$ cat src/hdl/itoar_pkg.sv
// Package for the radix integer-to-ASCII converter: widths, sizing constants,
// the control/status structs between controller and datapath, and the digit-to-ASCII map.
// No dependencies.
`default_nettype none

package itoar_pkg;

  // Fixed field widths of the channels
  localparam int VALUE_BITS_W = 64;
  localparam int RADIX_W      = 6;
  localparam int CHAR_W       = 7;
  localparam int COUNT_W      = 7;

  // Datapath sizing
  localparam int VALUE_WIDTH   = 64;
  localparam int DIGIT_W       = 6;
  localparam int MAX_DIGITS    = VALUE_WIDTH;
  localparam int ADDR_W        = $clog2(MAX_DIGITS);
  localparam int NUM_W         = $clog2(MAX_DIGITS + 1);
  localparam int BITS_PER_STEP = 8;
  localparam int DIV_STEPS     = (VALUE_WIDTH + BITS_PER_STEP - 1) / BITS_PER_STEP;
  localparam int DIV_W         = DIV_STEPS * BITS_PER_STEP;
  localparam int STEP_W        = (DIV_STEPS > 1) ? $clog2(DIV_STEPS) : 1;

  localparam logic [RADIX_W-1:0] RADIX_MIN = RADIX_W'(2);
  localparam logic [RADIX_W-1:0] RADIX_MAX = RADIX_W'(36);

  localparam logic [CHAR_W-1:0] ASCII_ZERO    = CHAR_W'(8'h30);
  localparam logic [CHAR_W-1:0] ASCII_UPPER_A = CHAR_W'(8'h41);
  localparam logic [CHAR_W-1:0] CASE_OFFSET   = CHAR_W'(32);
  localparam logic [CHAR_W-1:0] DEC_DIGITS    = CHAR_W'(10);

  typedef struct packed {
    logic load;      // take a new item
    logic step;      // one division step
    logic rd;        // read digit memory
    logic out_load;  // fill output register
  } itoar_cmd_t;

  typedef struct packed {
    logic div_done;  // last digit produced this cycle
    logic last_idx;  // emitting the least significant digit
    logic out_free;  // output register can take a digit
  } itoar_sts_t;

  function automatic logic [CHAR_W-1:0] digit_to_ascii(input logic [DIGIT_W-1:0] d,
                                                      input logic lower);
    logic [CHAR_W-1:0] dw;
    dw = CHAR_W'(d);
    if (dw < DEC_DIGITS) begin
      return ASCII_ZERO + dw;
    end
    return dw - DEC_DIGITS + ASCII_UPPER_A + (lower ? CASE_OFFSET : '0);
  endfunction

endpackage

`default_nettype wire

$ cat src/hdl/itoar_in_if.sv
// Input channel interface: valid/ready plus one conversion request.
// Depends on itoar_pkg.
`default_nettype none

interface itoar_in_if;
  import itoar_pkg::*;

  logic                    valid;
  logic                    ready;
  logic [VALUE_BITS_W-1:0] value_bits;
  logic                    is_signed;
  logic [RADIX_W-1:0]      radix;
  logic                    lowercase;
  logic                    precision_zero;

  modport source (output valid, output value_bits, output is_signed, output radix,
                  output lowercase, output precision_zero, input ready);
  modport sink   (input valid, input value_bits, input is_signed, input radix,
                  input lowercase, input precision_zero, output ready);
endinterface

`default_nettype wire

$ cat src/hdl/itoar_out_if.sv
// Output channel interface: valid/ready plus one ASCII digit item.
// Depends on itoar_pkg.
`default_nettype none

interface itoar_out_if;
  import itoar_pkg::*;

  logic               valid;
  logic               ready;
  logic [CHAR_W-1:0]  digit_char;
  logic [COUNT_W-1:0] digit_count;
  logic               is_last;

  modport source (output valid, output digit_char, output digit_count, output is_last,
                  input ready);
  modport sink   (input valid, input digit_char, input digit_count, input is_last,
                  output ready);
endinterface

`default_nettype wire

$ cat src/hdl/itoar_ctrl.sv
// Controller FSM: sequences load, division steps and digit read-out.
// Depends on itoar_pkg.
`default_nettype none

module itoar_ctrl (
  input  wire logic                  clk_i,
  input  wire logic                  rst_ni,
  input  wire logic                  in_valid_i,
  output logic                       in_ready_o,
  input  wire itoar_pkg::itoar_sts_t sts_i,
  output itoar_pkg::itoar_cmd_t      cmd_o
);
  import itoar_pkg::*;

  localparam logic [1:0] S_IDLE = 2'd0;
  localparam logic [1:0] S_DIV  = 2'd1;
  localparam logic [1:0] S_RD   = 2'd2;
  localparam logic [1:0] S_WR   = 2'd3;

  logic [1:0] state_q, state_d;

  always_comb begin
    state_d    = state_q;
    cmd_o      = '0;
    in_ready_o = 1'b0;
    case (state_q)
      S_IDLE: begin
        in_ready_o = 1'b1;
        if (in_valid_i) begin
          cmd_o.load = 1'b1;
          state_d    = S_DIV;
        end
      end
      S_DIV: begin
        cmd_o.step = 1'b1;
        if (sts_i.div_done) begin
          state_d = S_RD;
        end
      end
      S_RD: begin
        cmd_o.rd = 1'b1;
        state_d  = S_WR;
      end
      S_WR: begin
        if (sts_i.out_free) begin
          cmd_o.out_load = 1'b1;
          state_d        = sts_i.last_idx ? S_IDLE : S_RD;
        end
      end
      default: begin
        state_d = S_IDLE;
      end
    endcase
  end

  always_ff @(posedge clk_i or negedge rst_ni) begin
    if (!rst_ni) begin
      state_q <= S_IDLE;
    end else begin
      state_q <= state_d;
    end
  end

endmodule

`default_nettype wire

$ cat src/hdl/itoar_dp.sv
// Datapath: magnitude/radix prep, digit-serial divider (8 quotient bits per cycle),
// digit memory and output register. Depends on itoar_pkg.
`default_nettype none

module itoar_dp (
  input  wire logic                                clk_i,
  input  wire logic                                rst_ni,
  input  wire itoar_pkg::itoar_cmd_t               cmd_i,
  output itoar_pkg::itoar_sts_t                    sts_o,
  input  wire logic [itoar_pkg::VALUE_BITS_W-1:0]  value_bits_i,
  input  wire logic                                is_signed_i,
  input  wire logic [itoar_pkg::RADIX_W-1:0]       radix_i,
  input  wire logic                                lowercase_i,
  input  wire logic                                precision_zero_i,
  output logic                                     out_valid_o,
  input  wire logic                                out_ready_i,
  output logic [itoar_pkg::CHAR_W-1:0]             digit_char_o,
  output logic [itoar_pkg::COUNT_W-1:0]            digit_count_o,
  output logic                                     is_last_o
);
  import itoar_pkg::*;

  logic [DIV_W-1:0]   v_q;
  logic [DIGIT_W-1:0] r_q;
  logic [RADIX_W-1:0] rad_q;
  logic               lower_q;
  logic               cnt_zero_q;
  logic [NUM_W-1:0]   n_q;
  logic [STEP_W-1:0]  step_q;
  logic [ADDR_W-1:0]  idx_q;
  logic [COUNT_W-1:0] count_q;
  logic [DIGIT_W-1:0] rd_q;
  logic               out_valid_q;
  logic [CHAR_W-1:0]  char_q;
  logic [COUNT_W-1:0] ocount_q;
  logic               last_q;

  logic [DIGIT_W-1:0] mem [MAX_DIGITS];

  // Load-side prep
  logic [VALUE_WIDTH-1:0] val;
  logic [VALUE_WIDTH-1:0] mag;
  logic [RADIX_W-1:0]     rad_sat;

  always_comb begin
    val = value_bits_i[VALUE_WIDTH-1:0];
    mag = (is_signed_i && val[VALUE_WIDTH-1]) ? (~val + VALUE_WIDTH'(1)) : val;
    if (radix_i < RADIX_MIN) begin
      rad_sat = RADIX_MIN;
    end else if (radix_i > RADIX_MAX) begin
      rad_sat = RADIX_MAX;
    end else begin
      rad_sat = radix_i;
    end
  end

  // Restoring division over the top byte of v_q; remainder stays below the radix
  logic [BITS_PER_STEP-1:0] chunk;
  logic [BITS_PER_STEP-1:0] qbits;
  logic [DIGIT_W-1:0]       rem;
  logic [DIGIT_W:0]         trial;
  logic [DIV_W-1:0]         v_next;
  logic                     step_last;

  always_comb begin
    chunk = v_q[DIV_W-1 -: BITS_PER_STEP];
    rem   = r_q;
    qbits = '0;
    trial = '0;
    for (int i = BITS_PER_STEP - 1; i >= 0; i--) begin
      trial = {rem, chunk[i]};
      if (trial >= (DIGIT_W + 1)'(rad_q)) begin
        rem      = DIGIT_W'(trial - (DIGIT_W + 1)'(rad_q));
        qbits[i] = 1'b1;
      end else begin
        rem = trial[DIGIT_W-1:0];
      end
    end
    v_next    = (v_q << BITS_PER_STEP) | DIV_W'(qbits);
    step_last = (step_q == STEP_W'(DIV_STEPS - 1));
  end

  assign sts_o.div_done = step_last &&
                          ((v_next == '0) || (n_q == NUM_W'(MAX_DIGITS - 1)));
  assign sts_o.last_idx = (idx_q == '0);
  assign sts_o.out_free = !out_valid_q || out_ready_i;

  always_ff @(posedge clk_i) begin
    if (cmd_i.load) begin
      v_q        <= DIV_W'(mag);
      r_q        <= '0;
      rad_q      <= rad_sat;
      lower_q    <= lowercase_i;
      cnt_zero_q <= precision_zero_i && (mag == '0);
      n_q        <= '0;
      step_q     <= '0;
    end else if (cmd_i.step) begin
      v_q <= v_next;
      if (step_last) begin
        step_q <= '0;
        r_q    <= '0;
        n_q    <= n_q + NUM_W'(1);
        if (sts_o.div_done) begin
          idx_q   <= n_q[ADDR_W-1:0];
          count_q <= cnt_zero_q ? '0 : COUNT_W'(n_q + NUM_W'(1));
        end
      end else begin
        step_q <= step_q + STEP_W'(1);
        r_q    <= rem;
      end
    end else if (cmd_i.out_load) begin
      idx_q <= idx_q - ADDR_W'(1);
    end
  end

  // Digit store: written LSD first, read back MSD first
  always_ff @(posedge clk_i) begin
    if (cmd_i.step && step_last) begin
      mem[n_q[ADDR_W-1:0]] <= rem;
    end
  end

  always_ff @(posedge clk_i) begin
    if (cmd_i.rd) begin
      rd_q <= mem[idx_q];
    end
  end

  // Output register
  always_ff @(posedge clk_i) begin
    if (cmd_i.out_load) begin
      char_q   <= digit_to_ascii(rd_q, lower_q);
      ocount_q <= count_q;
      last_q   <= (idx_q == '0);
    end
  end

  always_ff @(posedge clk_i or negedge rst_ni) begin
    if (!rst_ni) begin
      out_valid_q <= 1'b0;
    end else if (cmd_i.out_load) begin
      out_valid_q <= 1'b1;
    end else if (out_ready_i) begin
      out_valid_q <= 1'b0;
    end
  end

  assign out_valid_o   = out_valid_q;
  assign digit_char_o  = char_q;
  assign digit_count_o = ocount_q;
  assign is_last_o     = last_q;

endmodule

`default_nettype wire

$ cat src/hdl/integer_to_ascii_radix.sv
// Top level of the radix integer-to-ASCII converter: controller plus datapath.
// Depends on itoar_pkg, itoar_in_if, itoar_out_if, itoar_ctrl, itoar_dp.
//
//   Channel | Dir | Carries
//   in_i    | in  | value_bits, is_signed, radix, lowercase, precision_zero
//   out_o   | out | digit_char, digit_count, is_last (one item per digit, MSD first)
//
// Each digit is produced by DIV_STEPS (8) steps of the shared divider, 8 quotient bits a cycle.
// Read-out of each digit is a memory read, then an output register load.
// Reset clears only the FSM state and the output valid flag.
// A stalled output holds the read-out; the next item is taken while the last digit waits.
`default_nettype none

module integer_to_ascii_radix (
  input  wire logic   clk_i,
  input  wire logic   rst_ni,
  itoar_in_if.sink    in_i,
  itoar_out_if.source out_o
);
  import itoar_pkg::*;

  itoar_cmd_t cmd;
  itoar_sts_t sts;

  itoar_ctrl u_ctrl (
    .clk_i      (clk_i),
    .rst_ni     (rst_ni),
    .in_valid_i (in_i.valid),
    .in_ready_o (in_i.ready),
    .sts_i      (sts),
    .cmd_o      (cmd)
  );

  itoar_dp u_dp (
    .clk_i            (clk_i),
    .rst_ni           (rst_ni),
    .cmd_i            (cmd),
    .sts_o            (sts),
    .value_bits_i     (in_i.value_bits),
    .is_signed_i      (in_i.is_signed),
    .radix_i          (in_i.radix),
    .lowercase_i      (in_i.lowercase),
    .precision_zero_i (in_i.precision_zero),
    .out_valid_o      (out_o.valid),
    .out_ready_i      (out_o.ready),
    .digit_char_o     (out_o.digit_char),
    .digit_count_o    (out_o.digit_count),
    .is_last_o        (out_o.is_last)
  );

  // One command at a time from the sequencer
  a_cmd_onehot: assert property (@(posedge clk_i) disable iff (!rst_ni)
    $onehot0({cmd.load, cmd.step, cmd.rd, cmd.out_load}))
    else $error("more than one datapath command");

  // Never overwrite an unaccepted digit
  a_no_overwrite: assert property (@(posedge clk_i) disable iff (!rst_ni)
    cmd.out_load |-> sts.out_free)
    else $error("output register overwritten");

  // An accepted item blocks further input until its digits are done
  a_busy_after_accept: assert property (@(posedge clk_i) disable iff (!rst_ni)
    in_i.valid && in_i.ready |=> !in_i.ready)
    else $error("input taken while busy");

  // Emitted characters are digits or letters
  a_char_range: assert property (@(posedge clk_i) disable iff (!rst_ni)
    out_o.valid |-> ((out_o.digit_char >= 7'd48 && out_o.digit_char <= 7'd57) ||
                     (out_o.digit_char >= 7'd65 && out_o.digit_char <= 7'd90) ||
                     (out_o.digit_char >= 7'd97 && out_o.digit_char <= 7'd122)))
    else $error("digit character out of range");

endmodule

`default_nettype wire

$ cat src/flat_wrapper.sv
// flat-port wrapper written by rule: the top's interface ports become plain ports
module integer_to_ascii_radix_flat import itoar_pkg::*;
  (clk_i, rst_ni, in_i_valid, in_i_value_bits, in_i_is_signed, in_i_radix, in_i_lowercase, in_i_precision_zero, in_i_ready, out_o_valid, out_o_digit_char, out_o_digit_count, out_o_is_last, out_o_ready);
  itoar_in_if in_i_i ();
  itoar_out_if out_o_i ();
  input  wire logic clk_i;
  input  wire logic rst_ni;
  input wire logic [$bits(in_i_i.valid)-1:0] in_i_valid;
  input wire logic [$bits(in_i_i.value_bits)-1:0] in_i_value_bits;
  input wire logic [$bits(in_i_i.is_signed)-1:0] in_i_is_signed;
  input wire logic [$bits(in_i_i.radix)-1:0] in_i_radix;
  input wire logic [$bits(in_i_i.lowercase)-1:0] in_i_lowercase;
  input wire logic [$bits(in_i_i.precision_zero)-1:0] in_i_precision_zero;
  output wire logic [$bits(in_i_i.ready)-1:0] in_i_ready;
  output wire logic [$bits(out_o_i.valid)-1:0] out_o_valid;
  output wire logic [$bits(out_o_i.digit_char)-1:0] out_o_digit_char;
  output wire logic [$bits(out_o_i.digit_count)-1:0] out_o_digit_count;
  output wire logic [$bits(out_o_i.is_last)-1:0] out_o_is_last;
  input wire logic [$bits(out_o_i.ready)-1:0] out_o_ready;
  assign in_i_i.valid = in_i_valid;
  assign in_i_i.value_bits = in_i_value_bits;
  assign in_i_i.is_signed = in_i_is_signed;
  assign in_i_i.radix = in_i_radix;
  assign in_i_i.lowercase = in_i_lowercase;
  assign in_i_i.precision_zero = in_i_precision_zero;
  assign in_i_ready = in_i_i.ready;
  assign out_o_valid = out_o_i.valid;
  assign out_o_digit_char = out_o_i.digit_char;
  assign out_o_digit_count = out_o_i.digit_count;
  assign out_o_is_last = out_o_i.is_last;
  assign out_o_i.ready = out_o_ready;
  integer_to_ascii_radix u_core (.clk_i(clk_i), .rst_ni(rst_ni), .in_i(in_i_i), .out_o(out_o_i));
endmodule
$ cat config.mk
export PLATFORM = sky130hd
export DESIGN_NAME = integer_to_ascii_radix_flat
export DESIGN_NICKNAME = d
export VERILOG_FILES = /design/src/hdl/itoar_pkg.sv /design/src/hdl/itoar_in_if.sv /design/src/hdl/itoar_out_if.sv /design/src/hdl/itoar_ctrl.sv /design/src/hdl/itoar_dp.sv /design/src/hdl/integer_to_ascii_radix.sv /design/src/flat_wrapper.sv
export SDC_FILE = /design/constraint.sdc
export NUM_CORES = 1
export LEC_CHECK = 0
export BUFFER_PORTS_ARGS = -buffer_cell sky130_fd_sc_hd__buf_2
export CAP_MARGIN = 40
export CORE_MARGIN = 1.5
export CORE_UTILIZATION = 35
export DETAILED_ROUTE_END_ITERATION = 16
export HOLD_SLACK_MARGIN = 0.1
export PLACE_DENSITY = 0.48
export SLEW_MARGIN = 20
export SYNTH_ARGS = -nofsm -noshare
export SYNTH_HDL_FRONTEND = slang
export SYNTH_SLANG_ARGS = --single-unit
$ cat constraint.sdc
create_clock -name clk_i -period 22.1 [get_ports clk_i]
set_input_delay 0 -clock clk_i [delete_from_list [all_inputs] [get_ports clk_i]]
set_output_delay 0 -clock clk_i [all_outputs]
set_load 0.02 [all_outputs]
==> metrics.sh <==
IO_BUFFER_COUNT=93
CTS-BUFFERS-INSERTED=56
POST_SYNTH_INST_COUNT=1854
CTS-ROOT-TO-SINK-BUFFERS=3
GRT_MAX_DEGREE=76
IOS=94
AVGSYNTHCELLAREA_UM2=13.69
CTS_SETUP_BUFFERS=0
DIE_WIDTH_UM=272.3
ASYNC_RESET_FF_SHARE_PCT=0.5894
CTS_ROOT_BUFFER='sky130_fd_sc_hd__clkbuf_16'
CRITICAL_PATH.ENDPOINT_TYPE='register'
YOSYS_REGISTER_BITS=509
MAX_CAP_VIOL_COUNT=0
FINALWEIGHTEDCONGESTION=0.8836
SYNTHFLOPTYPE='sky130_fd_sc_hd__edfxtp_1'
SEQUENTIAL_FRACTION_OF_THE_SYNTHESIS_AREA_PCT=59.53
SYNTH_CELL_TYPES=90
CLK_PIN_SLEW_WORST_PATHS_NS=0.06
PATH_CLASS='register to register'
DRTPASS1ITERATIONS=5
GROUTE.LAYER.MET3.USAGE_PCT=2.856
WORST_EP_ARRIVAL_TIME_NS=19.64
CP_MAX_FO=64
HP-START='in_i_lowercase'
WORST_R2R_ENDPOINT='u_core.u_dp.mem[44][3]'
GRT_USAGE_PCT=18.94
POST_CTS.RESIZED_INSTANCES=0
NETLIST_AREA_UM2=25380
CTS.SINK_COUNT=509
H-TREE-DEPTH=2
WORST-ENDPOINT-REQUIRED_NS=22.40
GR-USAGE-MET2_PCT=29.90
YOSYS-TOP-CELLS-AREA='sky130_fd_sc_hd__edfxtp_1 58%, sky130_fd_sc_hd__mux4_2 11%, sky130_fd_sc_hd__ha_1 3.1%'
HOLD_VIOL_FINAL=0
FP.DIEH_UM=272.3
PATH_COMMON_CELL='sky130_fd_sc_hd__a21o_1'
MIN_PATH_TYPE='input pin to register'
FIRST_GLOBAL_VIAS=16514
MAX_CLOCK_FREQ_MHz=51.69
START_KIND='register'
FINAL_LAYOUT_SIZE_SUFFIX_GT1_SHARE_PCT=18.65
RUN_STATUS='finished, final reports clean'
WORST_R2R_PATH_DEPTH=72
DETAILED_PLACE_HPWL_UM=47920
FINALHOLDWORSTSLACK_NS=0.1681
GRTUSAGEMET1_PCT=27.39
PERIOD_SHARE_PCT=87.54
FLOORPLAN.INITIALDENSITY_PCT=35.44
RSZ0062_AT_GRT='no'
CTS_TREE='done'
SETUP_TOTAL_NEGATIVE_SLACK_NS=0
INITIAL_ANTENNA_VIOLATION_COUNT=2
CRIT-REG2REG-LAUNCH='u_core.u_dp.rad_q[1]'
REG2REG_SLACK_NS=2.75
DRT.ANTENNA.VIOLATING_NETS=0
WORST_SLEW_PIN_TRAN_NS=0.8996
MIN_TO='u_core.u_dp.lower_q'
ROUTE.FINAL.WIRE_LENGTH_UM=70210
DIE_AREA_UM2=74140
DETAIL_ROUTE.WL_PER_CELL_UM=23.03
YOSYS_WARNINGS=0
WORST_PATH_MAX_DELAY_CELL='sky130_fd_sc_hd__edfxtp_1'
YOSYS.AREA.TOP_TYPE_SHARE_PCT=57.97
POSTSYNTHNETCOUNT=2003
MAX-SLEW-MARGIN-REL_PCT=40.03
NUMBER_OF_ENABLE_TYPE_REGISTER_CELLS_IN_THE_SYNTHESIZED_NETLIST=490
SYNTHDOMINANTAREACELLTYPE='sky130_fd_sc_hd__edfxtp_1'
DR_TOTAL_VIAS=16610
CLK_LATENCY_NS=0.62
NUMBER_OF_INSTANCES_ON_THE_WORST_HOLD_PATH=2
GRT_FIRST_PASS_WIRELENGTH_UM=105400
DESIGN.FINAL.NETS=2203
DETAIL_ROUTE.VIAS_PER_CELL=5.448
FIN_CRIT_PERIOD_NS=19.35
DRT_DRC_VIOLATIONS_LEFT=0
TIMING.FINAL.MAX_SLEW_VIOLATIONS=0
AREA_GROWTH_FROM_SYNTHESIS_TO_LAYOUT_PCT=17.73
FINCLKSKEW_NS=0.03980
MOST_HEAVILY_USED_METAL_LAYER_IN_GLOBAL_ROUTING='met2'
DETAILEDROUTE.FIRSTITERATIONVIOLATIONS=1362
CRITICAL_PATH.MAX_STAGE_DELAY_NS=0.68
GLOBAL_ROUTE.OVERFLOW_TOTAL=0
STD_CELL_ROWS=98
CORE_UM2=71610
SETUP_VIOLATIONS=0
## repair_timing
action | CTS | global route
hold buffers | 95 | 0
endpoints found under the setup margin | 0 | 0
hold endpoints to repair | 77 | 0
## through the flow
| step | setup slack [ns] | area [um2] | std cells | utilization, % |
|---|---|---|---|---|
| final | 2.753 | 29880 | 3049 | 41.73 |
| after global routing | 1.281 | 29880 | 3049 | 41.73 |
| after CTS | 2.956 | 29820 | 3044 | 41.65 |
| after detailed placement | 3.023 | 27120 | 2848 | 37.88 |
| after global placement | 3.454 | 26940 | 2834 | 37.63 |
| after floorplan | 4.283 | 25380 | 1854 | - |
## cells in the mapped netlist, types with 10 or more instances
| master | n |
|---|---|
| sky130_fd_sc_hd__xor2_1 | 39 |
| sky130_fd_sc_hd__nand2b_1 | 12 |
| sky130_fd_sc_hd__clkbuf_1 | 64 |
| sky130_fd_sc_hd__a21o_1 | 18 |
| sky130_fd_sc_hd__o21ai_0 | 98 |
| sky130_fd_sc_hd__and2_1 | 10 |
| sky130_fd_sc_hd__a31oi_1 | 17 |
| sky130_fd_sc_hd__o31ai_1 | 18 |
| sky130_fd_sc_hd__mux2i_1 | 16 |
| sky130_fd_sc_hd__o21a_1 | 11 |
| sky130_fd_sc_hd__mux4_2 | 126 |
| sky130_fd_sc_hd__dfxtp_1 | 16 |
| sky130_fd_sc_hd__nor2b_1 | 23 |
| sky130_fd_sc_hd__edfxtp_1 | 490 |
| sky130_fd_sc_hd__nor3_1 | 48 |
| sky130_fd_sc_hd__nand3_1 | 35 |
| sky130_fd_sc_hd__nor4_1 | 27 |
| sky130_fd_sc_hd__nor2_1 | 161 |
| sky130_fd_sc_hd__ha_1 | 63 |
| sky130_fd_sc_hd__inv_1 | 57 |
| sky130_fd_sc_hd__nand2_1 | 167 |
| sky130_fd_sc_hd__a21oi_1 | 66 |
| sky130_fd_sc_hd__nand4_1 | 23 |
| sky130_fd_sc_hd__or3_1 | 17 |
| sky130_fd_sc_hd__buf_1 | 16 |
| sky130_fd_sc_hd__xnor2_1 | 63 |
## how the worst max path moves through the flow
stage | slack [ns] | from | end
2_1_floorplan | 4.28 | u_core.u_dp.rad_q[1] | u_core.u_dp.mem[0][4]
3_3_place_gp | 3.45 | u_core.u_dp.rad_q[1] | u_core.u_dp.mem[54][2]
3_5_place_dp | 3.02 | u_core.u_dp.rad_q[1] | u_core.u_dp.mem[61][2]
4_1_cts | 2.96 | u_core.u_dp.rad_q[1] | u_core.u_dp.mem[40][2]
5_1_grt | 1.28 | u_core.u_dp.rad_q[1] | u_core.u_dp.mem[40][3]
6_report | 2.75 | u_core.u_dp.rad_q[1] | u_core.u_dp.mem[44][3]
## metal layers
metal | wire length, um | vias up | part of all wire (%)
met2 | 32610 | 517 | 46
met1 | 32270 | 8406 | 46
met3 | 3875 | 84 | 5.5
li1 | - | 7603 | -
met5 | 0 | - | 0
met4 | 1452 | 0 | 2.1
## placed cells by master, fill, tap and decap left out, types with 22 or more instances in the layout
| cell type | count |
|---|---|
| sky130_fd_sc_hd__buf_4 | 23 |
| sky130_fd_sc_hd__xor2_1 | 39 |
| sky130_fd_sc_hd__nand2_1 | 166 |
| sky130_fd_sc_hd__dlygate4sd3_1 | 95 |
| sky130_fd_sc_hd__o21ai_0 | 96 |
| sky130_fd_sc_hd__clkbuf_16 | 57 |
| sky130_fd_sc_hd__a21oi_1 | 66 |
| sky130_fd_sc_hd__nand3_1 | 35 |
| sky130_fd_sc_hd__mux4_2 | 126 |
| sky130_fd_sc_hd__ha_1 | 63 |
| sky130_fd_sc_hd__inv_1 | 56 |
| sky130_fd_sc_hd__nor2_1 | 159 |
| sky130_fd_sc_hd__nand4_1 | 23 |
| sky130_fd_sc_hd__nor2b_1 | 22 |
| sky130_fd_sc_hd__nor4_1 | 26 |
| sky130_fd_sc_hd__xnor2_1 | 63 |
| sky130_fd_sc_hd__nor3_1 | 48 |
| sky130_fd_sc_hd__edfxtp_1 | 490 |
| sky130_fd_sc_hd__buf_2 | 99 |
## cell type report
class	instances	area [um2]
diodes	2	5.005
multi-input cells	1204	9809
inverters	57	214.0
clock buffers	67	1464
well taps	950	1189
clock inverters	34	287.8
fillers	6689	41730
flip-flops and latches	509	15110
repair buffers	226	1802
## cell families after synthesis
family,count (synthesis),share of synthesized area [%]
mux,150,12.17
fa+ha+maj,73,3.855
buf+inv,141,2.130
compound gates,310,8.045
simple gates,568,10.69
flops,509,59.53
xor+xnor,103,3.584
## worst max-delay path: cells and delay by family (launching register included)
family          cells  cell delay [ns]
mux                 4             1.39
simple gates       18             4.39
fa+ha+maj           8             2.59
flops               1             0.68
compound gates     37             8.60
buf+inv             5             1.26
## state kept, by name, indices dropped and copies added, names as in the netlist
register                   cells
u_core.u_dp.rad_q              6
u_core.u_dp.step_q             3
u_core.u_ctrl.state_q          2
u_core.u_dp.rd_q               6
u_core.u_dp.r_q                6
u_core.u_dp.cnt_zero_q         1
u_core.u_dp.lower_q            1
u_core.u_dp.digit_char_o       7
u_core.u_dp.mem              384
u_core.u_dp.out_valid_o        1
u_core.u_dp.count_q            7
u_core.u_dp.v_q               64
u_core.u_dp.digit_count_o      7
u_core.u_dp.n_q                7
u_core.u_dp.idx_q              6
u_core.u_dp.is_last_o          1
Power is left out: the tool's default activity adds up to more than one toggle a clock period on the data nets, which glitch-free logic cannot reach.
